### src/nsfp_pkg.sv
// Package for the NMEA sentence field parser: payload types, codes, lookup functions.
package nsfp_pkg;

  // Input transfer payload
  typedef struct packed {
    logic [7:0] data_byte;
    logic       end_of_sentence;
  } nsfp_in_t;

  // Result transfer payload
  typedef struct packed {
    logic [7:0] out_byte;
    logic [2:0] field_kind;
    logic       field_first;
    logic       sentence_done;
    logic [7:0] checksum_value;
    logic [2:0] talker_code;
    logic [3:0] sentence_code;
    logic       is_valid;
  } nsfp_out_t;

  // Field kinds
  localparam logic [2:0] KIND_SUMMARY = 3'd0;
  localparam logic [2:0] KIND_TIME    = 3'd1;
  localparam logic [2:0] KIND_LAT     = 3'd2;
  localparam logic [2:0] KIND_LON     = 3'd3;
  localparam logic [2:0] KIND_ALT     = 3'd4;
  localparam logic [2:0] KIND_DATE    = 3'd5;

  // Talker codes
  localparam int unsigned NUM_TALKERS = 6;
  localparam logic [2:0] TALKER_UNKNOWN = 3'd6;

  // Sentence type codes
  localparam int unsigned NUM_TYPES = 8;
  localparam logic [3:0] TYPE_ZDA     = 4'd0;
  localparam logic [3:0] TYPE_RMC     = 4'd1;
  localparam logic [3:0] TYPE_GGA     = 4'd2;
  localparam logic [3:0] TYPE_GNS     = 4'd4;
  localparam logic [3:0] TYPE_GLL     = 4'd5;
  localparam logic [3:0] TYPE_UNKNOWN = 4'd8;

  // Special characters
  localparam logic [7:0] CHAR_DOLLAR = 8'h24;
  localparam logic [7:0] CHAR_STAR   = 8'h2A;
  localparam logic [7:0] CHAR_COMMA  = 8'h2C;

  // Header length: '$' plus five header characters
  localparam logic [2:0] HDR_LEN   = 3'd6;
  localparam logic [3:0] FIELD_MAX = 4'd15;

  // Name tables, first character in the top byte
  localparam logic [15:0] TALKER_NAMES [NUM_TALKERS] = '{
    "GP", "GN", "GA", "GB", "BD", "GL"
  };
  localparam logic [23:0] TYPE_NAMES [NUM_TYPES] = '{
    "ZDA", "RMC", "GGA", "VTG", "GNS", "GLL", "GSV", "GSA"
  };

  // hdr holds header position p in bits 8*(p-1) upwards
  function automatic logic [2:0] talker_of(input logic [39:0] hdr);
    logic [2:0]  code;
    logic [15:0] pair;
    code = TALKER_UNKNOWN;
    pair = {hdr[7:0], hdr[15:8]};
    for (int i = 0; i < NUM_TALKERS; i++) begin
      if (pair == TALKER_NAMES[i]) code = 3'(i);
    end
    return code;
  endfunction

  function automatic logic [3:0] type_of(input logic [39:0] hdr);
    logic [3:0]  code;
    logic [23:0] trio;
    code = TYPE_UNKNOWN;
    trio = {hdr[23:16], hdr[31:24], hdr[39:32]};
    for (int i = 0; i < NUM_TYPES; i++) begin
      if (trio == TYPE_NAMES[i]) code = 4'(i);
    end
    return code;
  endfunction

  // Field kind for a sentence type and comma-delimited field number
  function automatic logic [2:0] kind_of(input logic [3:0] ty, input logic [3:0] f);
    logic [2:0] k;
    k = KIND_SUMMARY;
    case (ty)
      TYPE_RMC: begin
        if (f == 4'd1) k = KIND_TIME;
        else if (f inside {4'd3, 4'd4}) k = KIND_LAT;
        else if (f inside {4'd5, 4'd6}) k = KIND_LON;
        else if (f == 4'd9) k = KIND_DATE;
      end
      TYPE_GGA, TYPE_GNS: begin
        if (f == 4'd1) k = KIND_TIME;
        else if (f inside {4'd2, 4'd3}) k = KIND_LAT;
        else if (f inside {4'd4, 4'd5}) k = KIND_LON;
        else if (f == 4'd9) k = KIND_ALT;
      end
      TYPE_ZDA: begin
        if (f == 4'd1) k = KIND_TIME;
        else if (f inside {[4'd2:4'd4]}) k = KIND_DATE;
      end
      TYPE_GLL: begin
        if (f inside {4'd1, 4'd2}) k = KIND_LAT;
        else if (f inside {4'd3, 4'd4}) k = KIND_LON;
        else if (f == 4'd5) k = KIND_TIME;
      end
      default: k = KIND_SUMMARY;
    endcase
    return k;
  endfunction

endpackage

### src/nmea_sentence_field_parser.sv
// NMEA sentence parser: checksum, header decode and field character extraction.
//
//   Channel | Direction | Handshake            | Payload
//   --------+-----------+----------------------+-----------------------------------
//   in_     | input     | in_valid / in_ready  | in_data  (data_byte, end_of_sentence)
//   out_    | output    | out_valid / out_ready| out_data (field char or summary)
//
// One input transfer per cycle while in_ready is high. A character or
// terminator is folded into the state in the cycle it is accepted; any result
// it yields appears in the output register on the next cycle. The single
// result register sets the rate: in_ready is high while that register is empty
// or being taken, so a stalled result holds back all input until taken.
// Reset (rst_n low, synchronous) clears the sentence state and empties the
// result register. A terminator also clears the sentence state.
module nmea_sentence_field_parser (
  input  logic               clk,
  input  logic               rst_n,
  input  logic               in_valid,
  output logic               in_ready,
  input  nsfp_pkg::nsfp_in_t  in_data,
  output logic               out_valid,
  input  logic               out_ready,
  output nsfp_pkg::nsfp_out_t out_data
);
  import nsfp_pkg::*;

  // Sentence state
  logic [7:0]  xor_r,        xor_nxt;
  logic [2:0]  char_cnt_r,   char_cnt_nxt;
  logic        dollar_r,     dollar_nxt;
  logic        star_r,       star_nxt;
  logic [39:0] hdr_r,        hdr_nxt;
  logic [3:0]  field_idx_r,  field_idx_nxt;
  logic [2:0]  last_kind_r,  last_kind_nxt;

  // Result register
  logic        out_valid_r,  out_valid_nxt;
  nsfp_out_t   out_data_r,   out_data_nxt;

  logic        in_xfer;
  logic        emit;
  logic [2:0]  talker;
  logic [3:0]  stype;
  logic [2:0]  kind;
  logic [7:0]  b;

  assign in_ready = !out_valid_r || out_ready;
  assign in_xfer  = in_valid && in_ready;
  assign b        = in_data.data_byte;

  // Character update of the header, checksum and counters
  always_comb begin
    xor_nxt       = xor_r;
    char_cnt_nxt  = char_cnt_r;
    dollar_nxt    = dollar_r;
    star_nxt      = star_r;
    hdr_nxt       = hdr_r;
    field_idx_nxt = field_idx_r;

    if (char_cnt_r == 3'd0 && b == CHAR_DOLLAR) begin
      dollar_nxt = 1'b1;
    end else if (b == CHAR_STAR) begin
      star_nxt = 1'b1;
    end else if (!star_r) begin
      xor_nxt = xor_r ^ b;
    end

    // header positions 1..5 fill byte lanes 0..4
    case (char_cnt_r)
      3'd1:    hdr_nxt[7:0]   = b;
      3'd2:    hdr_nxt[15:8]  = b;
      3'd3:    hdr_nxt[23:16] = b;
      3'd4:    hdr_nxt[31:24] = b;
      3'd5:    hdr_nxt[39:32] = b;
      default: hdr_nxt        = hdr_r;
    endcase
    if (char_cnt_r < HDR_LEN) char_cnt_nxt = char_cnt_r + 3'd1;

    if (b == CHAR_COMMA && field_idx_r < FIELD_MAX) field_idx_nxt = field_idx_r + 4'd1;
  end

  // Decode runs on the updated header so the fifth header char counts at once
  always_comb begin
    logic [39:0] hdr_sel;
    hdr_sel = in_data.end_of_sentence ? hdr_r : hdr_nxt;
    talker  = talker_of(hdr_sel);
    stype   = type_of(hdr_sel);
    kind    = kind_of(stype, field_idx_r);
  end

  // Commas separate fields and are never passed on
  assign emit = in_data.end_of_sentence || (b != CHAR_COMMA && kind != KIND_SUMMARY);

  always_comb begin
    out_data_nxt = '0;
    if (in_data.end_of_sentence) begin
      out_data_nxt.sentence_done  = 1'b1;
      out_data_nxt.checksum_value = xor_r;
      out_data_nxt.talker_code    = talker;
      out_data_nxt.sentence_code  = stype;
      out_data_nxt.is_valid       = dollar_r && star_r && (char_cnt_r >= HDR_LEN) &&
                                    (talker != TALKER_UNKNOWN) && (stype != TYPE_UNKNOWN);
    end else begin
      out_data_nxt.out_byte       = b;
      out_data_nxt.field_kind     = kind;
      out_data_nxt.field_first    = (kind != last_kind_r);
      out_data_nxt.checksum_value = xor_nxt;
      out_data_nxt.talker_code    = talker;
      out_data_nxt.sentence_code  = stype;
    end
  end

  always_comb begin
    last_kind_nxt = last_kind_r;
    if (!in_data.end_of_sentence && emit) last_kind_nxt = kind;
  end

  always_comb begin
    out_valid_nxt = out_valid_r && !out_ready;
    if (in_xfer) out_valid_nxt = emit;
  end

  // Control and sentence state
  always_ff @(posedge clk) begin
    if (!rst_n) begin
      xor_r       <= '0;
      char_cnt_r  <= '0;
      dollar_r    <= 1'b0;
      star_r      <= 1'b0;
      hdr_r       <= '0;
      field_idx_r <= '0;
      last_kind_r <= KIND_SUMMARY;
      out_valid_r <= 1'b0;
    end else begin
      out_valid_r <= out_valid_nxt;
      if (in_xfer) begin
        if (in_data.end_of_sentence) begin
          // terminator: start afresh for the next sentence
          xor_r       <= '0;
          char_cnt_r  <= '0;
          dollar_r    <= 1'b0;
          star_r      <= 1'b0;
          hdr_r       <= '0;
          field_idx_r <= '0;
          last_kind_r <= KIND_SUMMARY;
        end else begin
          xor_r       <= xor_nxt;
          char_cnt_r  <= char_cnt_nxt;
          dollar_r    <= dollar_nxt;
          star_r      <= star_nxt;
          hdr_r       <= hdr_nxt;
          field_idx_r <= field_idx_nxt;
          last_kind_r <= last_kind_nxt;
        end
      end
    end
  end

  // Result payload, loaded only on a producing transfer
  always_ff @(posedge clk) begin
    if (in_xfer && emit) begin
      out_data_r <= out_data_nxt;
    end
  end

  assign out_valid = out_valid_r;
  assign out_data  = out_data_r;

  // A terminator always yields a summary on the next cycle
  a_eos_summary: assert property (@(posedge clk) disable iff (!rst_n)
    in_xfer && in_data.end_of_sentence |=> out_valid && out_data.sentence_done)
    else $error("terminator did not produce a summary result");

  // Sentence state is cleared after a terminator
  a_eos_clear: assert property (@(posedge clk) disable iff (!rst_n)
    in_xfer && in_data.end_of_sentence |=>
      char_cnt_r == 3'd0 && field_idx_r == 4'd0 && xor_r == 8'd0 && hdr_r == 40'd0)
    else $error("sentence state not cleared after terminator");

  // Summary and field results are told apart consistently
  a_summary_shape: assert property (@(posedge clk) disable iff (!rst_n)
    out_valid && out_data.sentence_done |->
      out_data.field_kind == KIND_SUMMARY && out_data.out_byte == 8'd0 &&
      !out_data.field_first)
    else $error("summary result carries field data");

  a_field_shape: assert property (@(posedge clk) disable iff (!rst_n)
    out_valid && !out_data.sentence_done |->
      out_data.field_kind != KIND_SUMMARY && !out_data.is_valid &&
      out_data.out_byte != CHAR_COMMA)
    else $error("field result malformed");

endmodule

### config.mk
export PLATFORM = sky130hd
export DESIGN_NAME = nmea_sentence_field_parser
export DESIGN_NICKNAME = d
export VERILOG_FILES = /design/src/nsfp_pkg.sv /design/src/nmea_sentence_field_parser.sv
export SDC_FILE = /design/constraint.sdc
export NUM_CORES = 1
export LEC_CHECK = 0
export ABC_AREA = 0
export BUFFER_PORTS_ARGS = -buffer_cell sky130_fd_sc_hd__buf_2
export CAP_MARGIN = 15
export CORE_ASPECT_RATIO = 0.6
export CORE_UTILIZATION = 45
export CTS_CLUSTER_DIAMETER = 80
export DETAILED_ROUTE_END_ITERATION = 12
export GPL_TIMING_DRIVEN = 0
export PLACE_DENSITY = 0.7
export SETUP_SLACK_MARGIN = 0.3
export SYNTH_ARGS = -nofsm -noshare
export SYNTH_HDL_FRONTEND = slang
export SYNTH_SLANG_ARGS = --single-unit
### constraint.sdc
create_clock -name clk -period 5.1 [get_ports clk]
set_input_delay 0.765 -clock clk [delete_from_list [all_inputs] [get_ports clk]]
set_output_delay 0.765 -clock clk [all_outputs]
set_load 0.01 [all_outputs]
Word-level counts from Yosys, hierarchy flattened

Index checks and enable logic that the tools add are counted.
W data, S select, Z words.

Register bits after elaboration: 90
Bits in latches: 0
Bits in writable memories: 0
Memory bits (read-only): 0
Bits of input ports: 13
Output and inout port bits: 31
Word-level logic and storage cells: 151
Memories kept: 0

Add/subtract/negate cells: 2
Multipliers: 0
Divide/modulo/power cells: 0
Magnitude comparators: 5
Equality and inequality tests: 38
Shift-type cells: 0
Multiplexer cells: 53
Bitwise gates (word level): 1
Reductions and logical operators: 36

Operators by type and width:

| cell                   | number |
|---|---|
| $eq A24 B23 Y1 const B | 8 |
| $eq A16 B15 Y1 const B | 6 |
| $mux W40               | 2 |
| $mux W8                | 9 |
| $mux W3                | 20 |
| $mux W4                | 10 |
| $eq A8 B6 Y1 const B   | 3 |
| $eq A4 B3 Y1 const B   | 5 |
| $reduce_bool A2 Y1     | 10 |
| $mux W15               | 1 |
| $eq A4 B2 Y1 const B   | 3 |
| $logic_and A1 B1 Y1    | 12 |
| $pmux W3 S4            | 1 |
| $eq A4 B1 Y1 const B   | 2 |
| $mux W1                | 8 |
| $ne A8 B6 Y1 const B   | 1 |
| $reduce_and A2 Y1      | 4 |
| $xor A8 B8 Y8          | 1 |
| $eq A3 B2 Y1 const B   | 2 |
| $eq A3 B3 Y1 const B   | 2 |
| $add A4 B1 Y4 const B  | 1 |
| $eq A4 B4 Y1 const B   | 1 |
| $ge A4 B2 Y1 const B   | 1 |
| $le A4 B3 Y1 const B   | 1 |
| other kinds (17)       | 21 |

Depth between registers and ports, before layout

Depth after elaboration: 21
Gate-level depth with buffers: 11
Mapped depth without buffers: 10

Worst setup path after synthesis

OpenSTA, ideal clock, no wires.

Path kind: in2reg
Start point: input port in_data[6] (netlist bit)
End point: register out_data_r, in the netlist out_data[0] (enable)
Arrival time: 3.352 ns
Required time: 4.701 ns
Setup slack: 1.349 ns
Cell stages on the path: 8
Buffers on the path: 1
Path through: clkbuf_1 nand2b_1 or4_4 a221oi_4 nand2_1 o32ai_1 o41ai_1 a21oi_2

Cells in the longest elaborated chain, start to end: 18
Elaborated cells between the ends (all ways): 32

Ends and longest elaborated chain:

| element                                             | RTL line                          | RTL |
|---|---|---|
| start: declaration                                  | nmea_sentence_field_parser.sv:20  | `input nsfp_pkg::nsfp_in_t in_data,` |
| $mux W8                                             | nmea_sentence_field_parser.sv:69  | `case (char_cnt_r)` |
| $mux W40                                            | nmea_sentence_field_parser.sv:85  | `hdr_sel = in_data.end_of_sentence ? hdr_r : hdr_nxt;` |
| $eq A24 B23 Y1                                      | nsfp_pkg.sv:78                    | `if (trio == TYPE_NAMES[i]) code = 4'(i);` |
| $mux W4 (8 in a row)                                | nsfp_pkg.sv:78                    |  |
| $eq A4 B2 Y1 / $eq A4 B3 Y1 (equally long branches) | nsfp_pkg.sv:87                    | `case (ty)` |
| $reduce_or A2 Y1                                    | nsfp_pkg.sv:87                    |  |
| $pmux W3 S4                                         | nsfp_pkg.sv:87                    |  |
| $reduce_bool A3 Y1                                  | nmea_sentence_field_parser.sv:92  | `assign emit = in_data.end_of_sentence \|\| (b != CHAR_COMMA && kind != KIND_SUMMARY);` |
| $logic_and A1 B1 Y1 *                               | nmea_sentence_field_parser.sv:92  |  |
| $logic_or A1 B1 Y1 *                                | nmea_sentence_field_parser.sv:92  |  |
| $logic_and A1 B1 Y1 *                               | nmea_sentence_field_parser.sv:161 | `if (in_xfer && emit) begin` |
| end signal: assignment                              | nmea_sentence_field_parser.sv:162 | `out_data_r <= out_data_nxt;` |
| end: declaration                                    | nmea_sentence_field_parser.sv:38  | `nsfp_out_t out_data_r, out_data_nxt;` |

Every way passes the cells marked *; elsewhere a longest branch is shown, timed or not.
A chain may end at the register's enable or synchronous reset.

Worst setup path in the final report

Start point: register char_cnt_r[2]
End point: register out_data_r, in the netlist out_data[6] (enable)

Cells in the longest elaborated chain, start to end: 19
Elaborated cells between the ends (all ways): 34

Ends and longest elaborated chain:

| element                                             | RTL line                          | RTL |
|---|---|---|
| start: declaration                                  | nmea_sentence_field_parser.sv:29  | `logic [2:0] char_cnt_r, char_cnt_nxt;` |
| start signal: assignment                            | nmea_sentence_field_parser.sv:148 | `char_cnt_r <= char_cnt_nxt;` |
| $eq A3 B3 Y1 / $eq A3 B2 Y1 (equally long branches) | nmea_sentence_field_parser.sv:69  |  |
| $mux W8                                             | nmea_sentence_field_parser.sv:69  |  |
| $mux W40 *                                          | nmea_sentence_field_parser.sv:85  |  |
| $eq A24 B23 Y1                                      | nsfp_pkg.sv:78                    |  |
| $mux W4 (7 in a row)                                | nsfp_pkg.sv:78                    |  |
| $mux W4 *                                           | nsfp_pkg.sv:78                    |  |
| $eq A4 B2 Y1 / $eq A4 B3 Y1 (equally long branches) | nsfp_pkg.sv:87                    |  |
| $reduce_or A2 Y1                                    | nsfp_pkg.sv:87                    |  |
| $pmux W3 S4 *                                       | nsfp_pkg.sv:87                    |  |
| $reduce_bool A3 Y1 *                                | nmea_sentence_field_parser.sv:92  |  |
| $logic_and A1 B1 Y1 *                               | nmea_sentence_field_parser.sv:92  |  |
| $logic_or A1 B1 Y1 *                                | nmea_sentence_field_parser.sv:92  |  |
| $logic_and A1 B1 Y1 *                               | nmea_sentence_field_parser.sv:161 |  |

Marks and branches as above.

==> impl_results.md <==
* Setup crit end kind: flop
* Port bufs at 42
* Clock root cell: clkbuf_16
* CTS buffer count at 9
* DRC Markers at 0
* Worst slew pin tran at 1.08 ns
* P&R area growth vs syn at 14.3%
* CP Cell Sequence: buf_2 > inv_1 > ha_1 > nand2b_1 > or4_4 > a221oi_4 > nand2_1 > o32ai_1 > o41ai_1 > a21oi_4 > buf_16
* Synth top area cells: dfxtp_1 (24%), edfxtp_1 (17%), nor2b_1 (7.6%), a22oi_1 (6.2%), nand2_1 (3.7%)
* Final Cell Area at 5850 um2
* Synth Instances at 569
* H-Tree Level Count at 3
* Synth area leader: dfxtp_1
* Max VDD drop at 0.196 mV
* Seq/Total Area, Yosys at 40.9%
* Starting Density at 47.3%
* Slew HR at 26.8%
* Synth warn at 0
* Largest net degree at the start of global routing at 21
* Vias per cell at 6.29
* Synth Net Count at 591
* Mean post-synth cell area at 8.99 um2
* Max-slew violations at 0
* Global-route wire length before repair at 24.4 mm
* Vias in the first global route at 4380
* Layout cell share with drive strength beyond 1 at 13.5%
* Hold Crit Class: reg -> reg
* Commonest non-fill, non-tap cell in the layout: nor2b_1
* CTS Buffer Depth at 2
* Gr usage total at 27.3%
* Die footprint at 11800 um2
* Clk pin slew, worst setup/hold paths at 0.07 ns
* Total power at 1.58 mW
* CTS tree: built
* Cell Area, Placed at 5540 um2
* DIE HEIGHT at 84.6 um
* P per Cell Area at 271 nW/um2
* Top-level I/O count at 44
* Critical Path Max Stage Delay at 0.61 ns
* Top cell type's share of synthesized area at 23.9%
* Remaining Overflow, GRT at 0
* Most frequent cells in the layout: nor2b_1 (62), dfxtp_1 (61), nand2_1 (50), buf_2 (45), a22oi_1 (42)
* Peak Freq at 238 MHz
* Average wire per standard cell at 20.3 um
* Ant. Diodes at 0
* Async S/R FF share, synth at 0%
* CP max stage cell: a21oi_4
* Place WS at 0.856 ns
* Latest clock arrival within the worst-skew pair at 0.35 ns
* Final hold violations at 0
* Final worst setup slack at 0.904 ns
* CTS Sinks at 90
* Final setup skew at 0.00771 ns
* Final setup violating endpoints at 0
* Post-CTS Setup Inserts at 0
* Crit start category: flop
* Crit path max fanout at 20
* Core box area at 10800 um2
* FP Rows at 29
* Initial antenna violation count at 0
* Critical Path RT at 5.16 ns
* Max-cap violation count at 0
* Gpl congestion at 0.958
* WP data arrival at 4.26 ns
* Count of cell types in the netlist at 71
* Post-Route WL at 15.6 mm
* DR vias at 4824
* Final HPWL DP at 11.4 mm
* Final Cycle Share at 82.3%
* TNS Setup at 0 ns
* Setup repair after global routing missed its margin: false
* Final net count at 645
* Top_reg_cell synth: dfxtp_1
* Minimum clock period at 4.20 ns
* Status: completed
* Initial DRT Pass Iterations at 5
* PostCTS Resize Cnt at 0
* Post-synth EDFFs at 29
* Kind of critical path: reg -> reg
* Die Wd at 140 um
* Flops & latches, synth at 90
* Leak at 1.91 nW
* Final ANT Viol Nets at 0
* 1st-iter DRT viols at 677
* Hold buffer count at cts at 0
* Cell Area, Synth at 5120 um2
state kept, by name, summed over array words and instances (netlist names):
name         cells
dollar_r         1
out_data        29
char_cnt_r       3
star_r           1
last_kind_r      3
out_valid        1
hdr_r           40
field_idx_r      4
xor_r            8
metal layers:
metal,global-route usage [%],part of all wire [%],vias up
met5,0,0,-
li1,-,-,2205
met1,40.9,47,2310
met4,7.39,1.6,0
met3,7.53,11,32
met2,38.1,41,277
final timing paths:
check / from / endpoint / slack, ns / depth (start not counted)
max reg2reg: char_cnt_r[2] / out_data[6] / 0.90 / 11
max: char_cnt_r[2] / out_data[6] / 0.90 / 11
min: last_kind_r[0] / last_kind_r[0] / 0.49 / 2
min reg2reg: last_kind_r[0] / last_kind_r[0] / 0.49 / 2
stage by stage:
| stage | hold slack (ns) | cells | util, % |
|---|---|---|---|
| 4_1_cts | 0.489 | 767 | 54.1 |
| 3_5_place_dp | 0.478 | 751 | 51.2 |
| 5_1_grt | 0.513 | 767 | 54.1 |
| 6_report | 0.487 | 767 | 54.1 |
| 3_3_place_gp | 0.455 | 750 | 50.9 |
| 2_1_floorplan | 0.441 | 569 | - |
kinds of logic after synthesis:
kind of cell             count (synthesis)  share of synthesized area [%]
AND/OR/NAND/NOR                        245                           27.2
AO/OA/AOI/OAI                          154                           21.3
flip-flops                              90                           40.9
buffers and inverters                   45                           3.45
multiplexers                            15                           3.08
XOR/XNOR                                11                           1.88
adder cells (fa/ha/maj)                  9                           2.20
worst max-delay path: cells and delay by family (launching register included):
family	cells	cell delay [ns]
AND/OR/NAND/NOR	3	0.88
buffers and inverters	3	0.64
AO/OA/AOI/OAI	4	1.70
adder cells (fa/ha/maj)	1	0.30
flip-flops	1	0.39
synth_stat cells (all sizes together) (4+ instances only):
master and instances:
nor2b 62, dfxtp 61, nand2 50, a22oi 42
o21ai 38, nor2 37, edfxtp 29, clkbuf 27
a21oi 25, nand4 14, inv 13, and2 10
nand3 10, nor3 10, ha 9, mux2i 9
nand2b 9, nand3b 9, nor3b 8, xnor2 8
a221oi 6, mux2 6, a21boi 5, buf 5
nand4b 5, nor4bb 4, o211ai 4, o21a 4
final cells by class:
class                      count  area [um2]
buffer                        32         128
sequential                    90        2090
timing repair buffer          43         238
multi-input combinational    434        2860
fill                         989        4960
tap                          139         174
clock buffer                   9         225
inverter                      13        48.8
clock inverter                 7        86.3
power by group:
group | internal, mW | total, mW | switching, mW
registers | 0.755 | 0.761 | 0.00644
clock network | 0.349 | 0.675 | 0.326
logic | 0.0460 | 0.146 | 0.100
Power figures use the tool's default switching activity.
